`src/rtl/b64lw_pkg.sv`:
```
// Package for the line-wrapping Base64 encoder: constants, job type, alphabet lookup.
// Depends on nothing; used by every other file of the block but the interface file.
`default_nettype none
package b64lw_pkg;

   localparam int unsigned LINE_CHARS = 76;
   localparam int unsigned LINE_CNT_W = 7;
   localparam int unsigned SUM_W      = LINE_CNT_W + 1;

   localparam logic [7:0] CHAR_CR  = 8'd13;
   localparam logic [7:0] CHAR_LF  = 8'd10;
   localparam logic [7:0] CHAR_PAD = 8'd61;

   localparam logic [1:0] POS_EMPTY = 2'd0;
   localparam logic [1:0] POS_ONE   = 2'd1;
   localparam logic [1:0] POS_TWO   = 2'd2;

   localparam logic [2:0] IDX_FIRST    = 3'd0;
   localparam logic [2:0] IDX_CR       = 3'd4;
   localparam logic [2:0] IDX_LAST_GRP = 3'd3;
   localparam logic [2:0] IDX_LAST_BRK = 3'd5;

   // one queued unit of output work: up to four sextets, padding, optional CR LF
   typedef struct packed {
      logic [0:3][5:0] sext;
      logic [1:0]      pad_cnt;
      logic            brk;
      logic            fin;
   } job_type;

   function automatic logic [7:0] sextet_char(input logic [5:0] v);
      logic [7:0] c;
      if (v < 6'd26) begin
         c = 8'd65 + {2'b00, v};
      end else if (v < 6'd52) begin
         c = 8'd71 + {2'b00, v};
      end else if (v < 6'd62) begin
         c = {2'b00, v} - 8'd4;
      end else if (v == 6'd62) begin
         c = 8'd43;
      end else begin
         c = 8'd47;
      end
      return c;
   endfunction

endpackage
`default_nettype wire

```
`src/rtl/b64lw_if.sv`:
```
// Handshake channels of the encoder: byte input and character output.
// Depends on nothing.
`default_nettype none
interface b64lw_req_if;
   logic       valid;
   logic       ready;
   logic [7:0] data_byte;
   logic       final_byte;
   modport source (output valid, output data_byte, output final_byte, input ready);
   modport sink (input valid, input data_byte, input final_byte, output ready);
endinterface

interface b64lw_rsp_if;
   logic       valid;
   logic       ready;
   logic [7:0] out_char;
   logic       run_last;
   logic       message_done;
   modport source (output valid, output out_char, output run_last, output message_done,
                   input ready);
   modport sink (input valid, input out_char, input run_last, input message_done,
                 output ready);
endinterface
`default_nettype wire

```
`src/rtl/b64lw_front.sv`:
```
// Front end: takes bytes, holds partial groups, tracks line length, builds jobs.
// Depends on b64lw_pkg and b64lw_if.
`default_nettype none
module b64lw_front (
   input  wire logic             clock,
   input  wire logic             reset,
   b64lw_req_if.sink             req_if,
   input  wire logic             q_full,
   output logic                  push,
   output b64lw_pkg::job_type    push_job
);
   import b64lw_pkg::*;

   logic [7:0]            held_ff [2];
   logic [1:0]            pos_ff, pos_in;
   logic [LINE_CNT_W-1:0] line_ff, line_in;
   logic                  accept;
   logic [SUM_W-1:0]      sum;
   logic [7:0]            b;

   assign req_if.ready = !q_full;
   assign accept       = req_if.valid && !q_full;
   assign b            = req_if.data_byte;
   assign sum          = {1'b0, line_ff} + SUM_W'(4);

   always_comb begin
      push_job = '0;
      push     = 1'b0;
      pos_in   = pos_ff;
      line_in  = line_ff;
      push_job.fin = req_if.final_byte;
      if (pos_ff == POS_TWO) begin
         push_job.sext[0] = held_ff[0][7:2];
         push_job.sext[1] = {held_ff[0][1:0], held_ff[1][7:4]};
         push_job.sext[2] = {held_ff[1][3:0], b[7:6]};
         push_job.sext[3] = b[5:0];
         push_job.brk     = (sum >= SUM_W'(LINE_CHARS));
         push             = accept;
         pos_in           = POS_EMPTY;
         line_in          = push_job.brk ? '0 : sum[LINE_CNT_W-1:0];
      end else if (req_if.final_byte && pos_ff == POS_EMPTY) begin
         push_job.sext[0] = b[7:2];
         push_job.sext[1] = {b[1:0], 4'b0000};
         push_job.pad_cnt = 2'd2;
         push             = accept;
      end else if (req_if.final_byte) begin
         push_job.sext[0] = held_ff[0][7:2];
         push_job.sext[1] = {held_ff[0][1:0], b[7:4]};
         push_job.sext[2] = {b[3:0], 2'b00};
         push_job.pad_cnt = 2'd1;
         push             = accept;
      end else begin
         pos_in = pos_ff + 2'd1;
      end
      if (req_if.final_byte) begin
         pos_in  = POS_EMPTY;
         line_in = '0;
      end
   end

   always_ff @(posedge clock) begin
      if (accept && !req_if.final_byte && pos_ff != POS_TWO) begin
         held_ff[pos_ff[0]] <= b;
      end
   end

   always_ff @(posedge clock) begin
      if (reset) begin
         pos_ff  <= POS_EMPTY;
         line_ff <= '0;
      end else if (accept) begin
         pos_ff  <= pos_in;
         line_ff <= line_in;
      end
   end

endmodule
`default_nettype wire

```
`src/rtl/b64lw_fifo.sv`:
```
// Two-entry job queue between front and back end.
// Depends on b64lw_pkg.
`default_nettype none
module b64lw_fifo (
   input  wire logic             clock,
   input  wire logic             reset,
   input  wire logic             push,
   input  wire b64lw_pkg::job_type push_job,
   input  wire logic             pop,
   output b64lw_pkg::job_type    head_job,
   output logic                  full,
   output logic                  empty
);
   import b64lw_pkg::*;

   job_type    mem_ff [2];
   logic       wr_ff, rd_ff;
   logic [1:0] cnt_ff;

   assign full     = (cnt_ff == 2'd2);
   assign empty    = (cnt_ff == 2'd0);
   assign head_job = mem_ff[rd_ff];

   always_ff @(posedge clock) begin
      if (push) begin
         mem_ff[wr_ff] <= push_job;
      end
   end

   always_ff @(posedge clock) begin
      if (reset) begin
         wr_ff  <= 1'b0;
         rd_ff  <= 1'b0;
         cnt_ff <= 2'd0;
      end else begin
         if (push) begin
            wr_ff <= !wr_ff;
         end
         if (pop) begin
            rd_ff <= !rd_ff;
         end
         if (push && !pop) begin
            cnt_ff <= cnt_ff + 2'd1;
         end else if (pop && !push) begin
            cnt_ff <= cnt_ff - 2'd1;
         end
      end
   end

endmodule
`default_nettype wire

```
`src/rtl/b64lw_back.sv`:
```
// Back end: a job becomes characters in the output register, one per cycle when ready.
// Depends on b64lw_pkg and b64lw_if.
`default_nettype none
module b64lw_back (
   input  wire logic             clock,
   input  wire logic             reset,
   input  wire b64lw_pkg::job_type head_job,
   input  wire logic             empty,
   output logic                  pop,
   b64lw_rsp_if.source           rsp_if
);
   import b64lw_pkg::*;

   logic [2:0] idx_ff;
   logic       valid_ff;
   logic [7:0] char_ff, char_in;
   logic       last_ff, done_ff;
   logic       adv, last;
   logic [2:0] pad_sum;

   assign adv     = !empty && (!valid_ff || rsp_if.ready);
   assign last    = (idx_ff == (head_job.brk ? IDX_LAST_BRK : IDX_LAST_GRP));
   assign pop     = adv && last;
   assign pad_sum = {1'b0, idx_ff[1:0]} + {1'b0, head_job.pad_cnt};

   always_comb begin
      if (idx_ff == IDX_CR) begin
         char_in = CHAR_CR;
      end else if (idx_ff > IDX_CR) begin
         char_in = CHAR_LF;
      end else if (pad_sum[2]) begin
         char_in = CHAR_PAD;
      end else begin
         char_in = sextet_char(head_job.sext[idx_ff[1:0]]);
      end
   end

   always_ff @(posedge clock) begin
      if (adv) begin
         char_ff <= char_in;
         last_ff <= last;
         done_ff <= last && head_job.fin;
      end
   end

   always_ff @(posedge clock) begin
      if (reset) begin
         valid_ff <= 1'b0;
         idx_ff   <= IDX_FIRST;
      end else begin
         if (adv) begin
            valid_ff <= 1'b1;
            idx_ff   <= last ? IDX_FIRST : idx_ff + 3'd1;
         end else if (rsp_if.ready) begin
            valid_ff <= 1'b0;
         end
      end
   end

   assign rsp_if.valid        = valid_ff;
   assign rsp_if.out_char     = char_ff;
   assign rsp_if.run_last     = last_ff;
   assign rsp_if.message_done = done_ff;

endmodule
`default_nettype wire

```
`src/rtl/base64_encoder_line_wrap.sv`:
```
// Streaming Base64 encoder with CR LF after every LINE_CHARS group characters.
// An item's first character passes through the job queue and then the output register.
// The back end gives one character per cycle while the receiver is ready, 4 or 6 for
// an emitting item; bytes that only fill the group are taken every cycle while the
// two-entry queue has room.
// Reset (synchronous): clears group position, line count, queue and output valid.
`default_nettype none
module base64_encoder_line_wrap (
   input  wire logic    clock,
   input  wire logic    reset,
   b64lw_req_if.sink    req_if,
   b64lw_rsp_if.source  rsp_if
);
   import b64lw_pkg::*;

   logic    push, pop, q_full, q_empty;
   job_type push_job, head_job;

   b64lw_front u_front (
      .clock    (clock),
      .reset    (reset),
      .req_if   (req_if),
      .q_full   (q_full),
      .push     (push),
      .push_job (push_job)
   );

   b64lw_fifo u_fifo (
      .clock    (clock),
      .reset    (reset),
      .push     (push),
      .push_job (push_job),
      .pop      (pop),
      .head_job (head_job),
      .full     (q_full),
      .empty    (q_empty)
   );

   b64lw_back u_back (
      .clock    (clock),
      .reset    (reset),
      .head_job (head_job),
      .empty    (q_empty),
      .pop      (pop),
      .rsp_if   (rsp_if)
   );

`ifndef ASSERT_OFF
   a_no_overflow: assert property (@(posedge clock) disable iff (reset)
      !(push && q_full && !pop)) else $error("job queue overflow");
   a_no_underflow: assert property (@(posedge clock) disable iff (reset)
      !(pop && q_empty)) else $error("job queue underflow");
   a_done_is_last: assert property (@(posedge clock) disable iff (reset)
      (rsp_if.valid && rsp_if.message_done) |-> rsp_if.run_last)
      else $error("message end not on last character of item");
`endif

endmodule
`default_nettype wire

```
`src/flat_wrapper.sv`:
```
// flat-port wrapper written by rule: the top's interface ports become plain ports
module base64_encoder_line_wrap_flat import b64lw_pkg::*;
  (clock, reset, req_if_valid, req_if_data_byte, req_if_final_byte, req_if_ready, rsp_if_valid, rsp_if_out_char, rsp_if_run_last, rsp_if_message_done, rsp_if_ready);
  b64lw_req_if req_if_i ();
  b64lw_rsp_if rsp_if_i ();
  input  wire logic clock;
  input  wire logic reset;
  input wire logic [$bits(req_if_i.valid)-1:0] req_if_valid;
  input wire logic [$bits(req_if_i.data_byte)-1:0] req_if_data_byte;
  input wire logic [$bits(req_if_i.final_byte)-1:0] req_if_final_byte;
  output wire logic [$bits(req_if_i.ready)-1:0] req_if_ready;
  output wire logic [$bits(rsp_if_i.valid)-1:0] rsp_if_valid;
  output wire logic [$bits(rsp_if_i.out_char)-1:0] rsp_if_out_char;
  output wire logic [$bits(rsp_if_i.run_last)-1:0] rsp_if_run_last;
  output wire logic [$bits(rsp_if_i.message_done)-1:0] rsp_if_message_done;
  input wire logic [$bits(rsp_if_i.ready)-1:0] rsp_if_ready;
  assign req_if_i.valid = req_if_valid;
  assign req_if_i.data_byte = req_if_data_byte;
  assign req_if_i.final_byte = req_if_final_byte;
  assign req_if_ready = req_if_i.ready;
  assign rsp_if_valid = rsp_if_i.valid;
  assign rsp_if_out_char = rsp_if_i.out_char;
  assign rsp_if_run_last = rsp_if_i.run_last;
  assign rsp_if_message_done = rsp_if_i.message_done;
  assign rsp_if_i.ready = rsp_if_ready;
  base64_encoder_line_wrap u_core (.clock(clock), .reset(reset), .req_if(req_if_i), .rsp_if(rsp_if_i));
endmodule
```
`config.mk`:
```
export PLATFORM = sky130hd
export DESIGN_NAME = base64_encoder_line_wrap_flat
export DESIGN_NICKNAME = d
export VERILOG_FILES = /design/src/rtl/b64lw_pkg.sv /design/src/rtl/b64lw_if.sv /design/src/rtl/b64lw_front.sv /design/src/rtl/b64lw_fifo.sv /design/src/rtl/b64lw_back.sv /design/src/rtl/base64_encoder_line_wrap.sv /design/src/flat_wrapper.sv
export SDC_FILE = /design/constraint.sdc
export NUM_CORES = 1
export LEC_CHECK = 0
export ABC_CLOCK_PERIOD_IN_PS = 6930
export BUFFER_PORTS_ARGS = -buffer_cell sky130_fd_sc_hd__buf_2
export CAP_MARGIN = 30
export CORE_AREA = 2 2 123 125
export DETAILED_ROUTE_END_ITERATION = 8
export DIE_AREA = 0 0 125 127
export PLACE_DENSITY = 0.57
export SLEW_MARGIN = 20
export SYNTH_ARGS = -nofsm -noshare
export SYNTH_HDL_FRONTEND = slang
export SYNTH_SLANG_ARGS = --single-unit
```
`constraint.sdc`:
```
create_clock -name clock -period 6.93 [get_ports clock]
set_clock_uncertainty 0.2 [all_clocks]
set_input_delay 1.0395 -clock clock [delete_from_list [all_inputs] [get_ports clock]]
set_output_delay 1.0395 -clock clock [all_outputs]
set_load 0.02 [all_outputs]
```
==> out/results.txt <==
die span in x: 125 um
arrival time at the worst endpoint: 3.04 ns
count of nets left with antenna violations after detail routing: 0
nets@finish: 402
met2 Resource Use GR: 17.9%
count of different cell masters after synthesis: 66
Vias: 2810
Tightest Pin Transition: 0.747 ns
area of the core: 14400 um2
number of cells in the finished layout apart from fillers: 567
combinational share of power: 17.7%
Setup Buffers After CTS: 0
weighted congestion reported at the end of routability-driven placement: 0.822
highest net fanout along the worst path: 22
Via-to-Cell Ratio: 4.96
kind of capture point of the worst setup path: register
drt first pass iters: 4
fraction of power consumed by the clock network: 33.9%
number of synthesized flops with an enable pin: 82
met3 global-route usage: 2.55%
most instantiated flip-flop cell in the synthesis netlist: edfxtp_1
number of resized instances in the post-cts repair step: 0
number of buffers created by CTS: 9
post-route setup TNS: 0 ns
final max-slew violation count: 0
num rows: 44
io pins: 25
main area contributors after synthesis: edfxtp_1, dfxtp_1, ha_1
cell internal power dissipation: 1.06 mW
number of antenna violations at the first check in global routing: 0
worst hold path class: register to register
category of the most critical setup path: register to register
peak supply drop: 0.115 mV
Seq cells post-synth: 98
share of flip-flops with an asynchronous set or reset: 0%
status: completed
clock tree from TritonCTS: done
count of endpoints failing hold in the final timing report: 0
share of total power consumed by net switching: 26.7%
total design power: 1.45 mW
Warnings, synthesis: 0
required time of the critical path: 6.79 ns
total length of routed wires: 8.72 mm
relative slew slack: 49.9%
proportion of layout cells with a drive suffix above 1: 18.5%
synthesized net count: 379
Setup crit start kind: register
Clock transition at path regs: 0.06 ns
summed instance area of the synthesized netlist: 4680 um2
library cell with the highest instance count after synthesis: edfxtp_1
leakage component of the power: 1.81 nW
worst-path cell chain: buf_4 -> mux4_1 -> mux2i_4 -> inv_4 -> ha_1 -> a21oi_1 -> mux2i_1 -> nand2_1 -> a31oi_1
Net Sw Power: 0.387 mW
Max Clk Rate: 314 MHz
Wirelength per Cell: 15.4 um
Syn-to-layout area delta: 12.4%
Crit-path slowest cell: mux4_1
end-of-flow core utilization: 36.5%
Total Routing Usage GR: 11.6%
quantity of I/O buffers inserted on ports: 24
biggest area consumer among synthesized cells: edfxtp_1
root buf cell: clkbuf_16
cell total after placement: 551
minimum period implied by the final worst setup slack: 3.18 ns
height of the die: 127 um
per-instance average area after synthesis: 13.2 um2
max-cap violation count: 0
met1 global-route usage: 15.8%
Clock Latency Late Sink: 0.34 ns
final non-filler cell area: 5260 um2
antenna diode instance count: 0
portion of total power attributed to sequential cells: 48.5%
number of failing setup endpoints in the final timing report: 0
H-tree lvl count: 3
Crit path largest cell delay: 0.66 ns
pin count of the biggest net entering global routing: 29
power density of the placed cells: 275 nW/um2
initial core utilization: 32.4%
global-route wire length before repair: 14.4 mm
buffers from clock root to sink, at most: 2
list of most frequent post-synthesis cells: edfxtp_1, nand2_1, nor2_1
total gr overflow: 0
Die Outline Area: 15900 um2
setup repair after global routing missed its margin: no
share of the cycle needed by the critical path after routing: 45.9%
Gate Count Post-Synth: 355
DP Area: 4970 um2
count of clock tree sinks: 98
hold buffers post-CTS: 0
area share of the largest cell type after synthesis: 52.6%
post-DP HPWL: 6.10 mm
Top Usage Layer GRT: met2
DRT iter0 DRCs: 176
post-synthesis sequential area ratio: 59.5%
count of unresolved DRC violations after routing: 0
vias in the first global route: 2731
## registers in the layout (all words and copies together) (netlist names), 2 cells and up, named ones only
| signal | flops |
|---|---|
| u_core.u_fifo.mem_ff | 56 |
| u_core.u_front.held_ff | 16 |
| u_core.u_back.rsp_if.out_char | 8 |
| u_core.u_fifo.cnt_ff | 2 |
| u_core.u_front.line_ff | 5 |
| u_core.u_back.idx_ff | 3 |
| u_core.u_front.pos_ff | 2 |
## cells by family (layout without fill, tap and decap cells)
family / Yosys count / count (layout) / share of synthesized area, %
DFF: 98 / 98 / 59.5
adders and majority gates: 11 / 11 / 2.94
muxes: 27 / 27 / 9.31
and+or+nand+nor: 100 / 100 / 11.2
xor gates and xnor gates: 7 / 7 / 1.31
buffers and inverters: 31 / 59 / 3.56
AOI/OAI and AO/OA: 81 / 81 / 12.2
## worst max-delay path, delay by kind of cell (launching register included)
family          cells  cell delay, ns
flops               1            0.31
compound gates      2            0.42
buf+inv             2            0.43
fa+ha+maj           1            0.29
simple gates        1            0.09
mux                 3            1.15
## worst paths after layout
path              cells past startpoint                                to  slack [ns]                  startpoint
hold / removal                        2        u_core.u_back.rsp_if.valid        0.31  u_core.u_back.rsp_if.valid
setup / recovery                      9  u_core.u_back.rsp_if.out_char[4]        3.75                    register
setup reg to reg                      9  u_core.u_back.rsp_if.out_char[4]        3.75                    register
hold reg to reg                       2        u_core.u_back.rsp_if.valid        0.31  u_core.u_back.rsp_if.valid
## cells in the final DEF (no fill, tap or decap), types with 3 or more instances in the layout
| master | synthesis | layout |
|---|---|---|
| or3_1 | 3 | 3 |
| o21ai_0 | 15 | 15 |
| nor3_1 | 7 | 7 |
| nand3_1 | 7 | 7 |
| nand2_1 | 22 | 22 |
| dfxtp_1 | 16 | 16 |
| nand2b_1 | 4 | 4 |
| nor2b_1 | 8 | 8 |
| mux2_2 | 3 | 3 |
| ha_1 | 11 | 11 |
| xnor2_1 | 3 | 3 |
| edfxtp_1 | 82 | 82 |
| a22o_1 | 8 | 8 |
| a22oi_1 | 12 | 12 |
| a21oi_1 | 19 | 19 |
| xor2_1 | 4 | 4 |
| inv_1 | 12 | 12 |
| clkbuf_16 | 0 | 9 |
| nor2_1 | 21 | 19 |
| buf_2 | 2 | 24 |
| buf_4 | 1 | 5 |
| mux4_2 | 5 | 5 |
| and2_1 | 12 | 12 |
| a31oi_1 | 4 | 4 |
| mux4_1 | 5 | 5 |
| mux2i_1 | 12 | 12 |
## area by class of cell
class                      count  area [um2]
fill                        1428        9160
tap                          184         230
inverter                      14        56.3
multi-input combinational    226        1740
clock inverter                 6        65.1
clock buffer                  10         229
timing repair buffer          29         158
sequential                    98        2780
## power groups by stage
stage / Sequential (mW) / Clock [mW] / Combinational (mW)
floorplan: 0.720 / 0 / 0.185
global placement: 0.714 / 0 / 0.257
detailed placement: 0.716 / 0 / 0.255
CTS: 0.703 / 0.507 / 0.257
global route: 0.706 / 0.531 / 0.285
finish: 0.702 / 0.491 / 0.256
## metrics by stage
| stage | worst slack, ns | hold slack [ns] |
|---|---|---|
| CTS | 3.78 | 0.309 |
| detailed placement | 3.78 | 0.300 |
| finish | 3.75 | 0.306 |
| global route | 3.57 | 0.338 |
| floorplan | 3.58 | 0.265 |
| global placement | 3.80 | 0.280 |
## metal layers
metal	vias to the layer above	share of wire, %
met5	-	0
met4	0	1.8
met3	9	4.7
met2	70	47
met1	1328	47
li1	1403	-
Note: power is estimated with default switching activity, not from simulation.
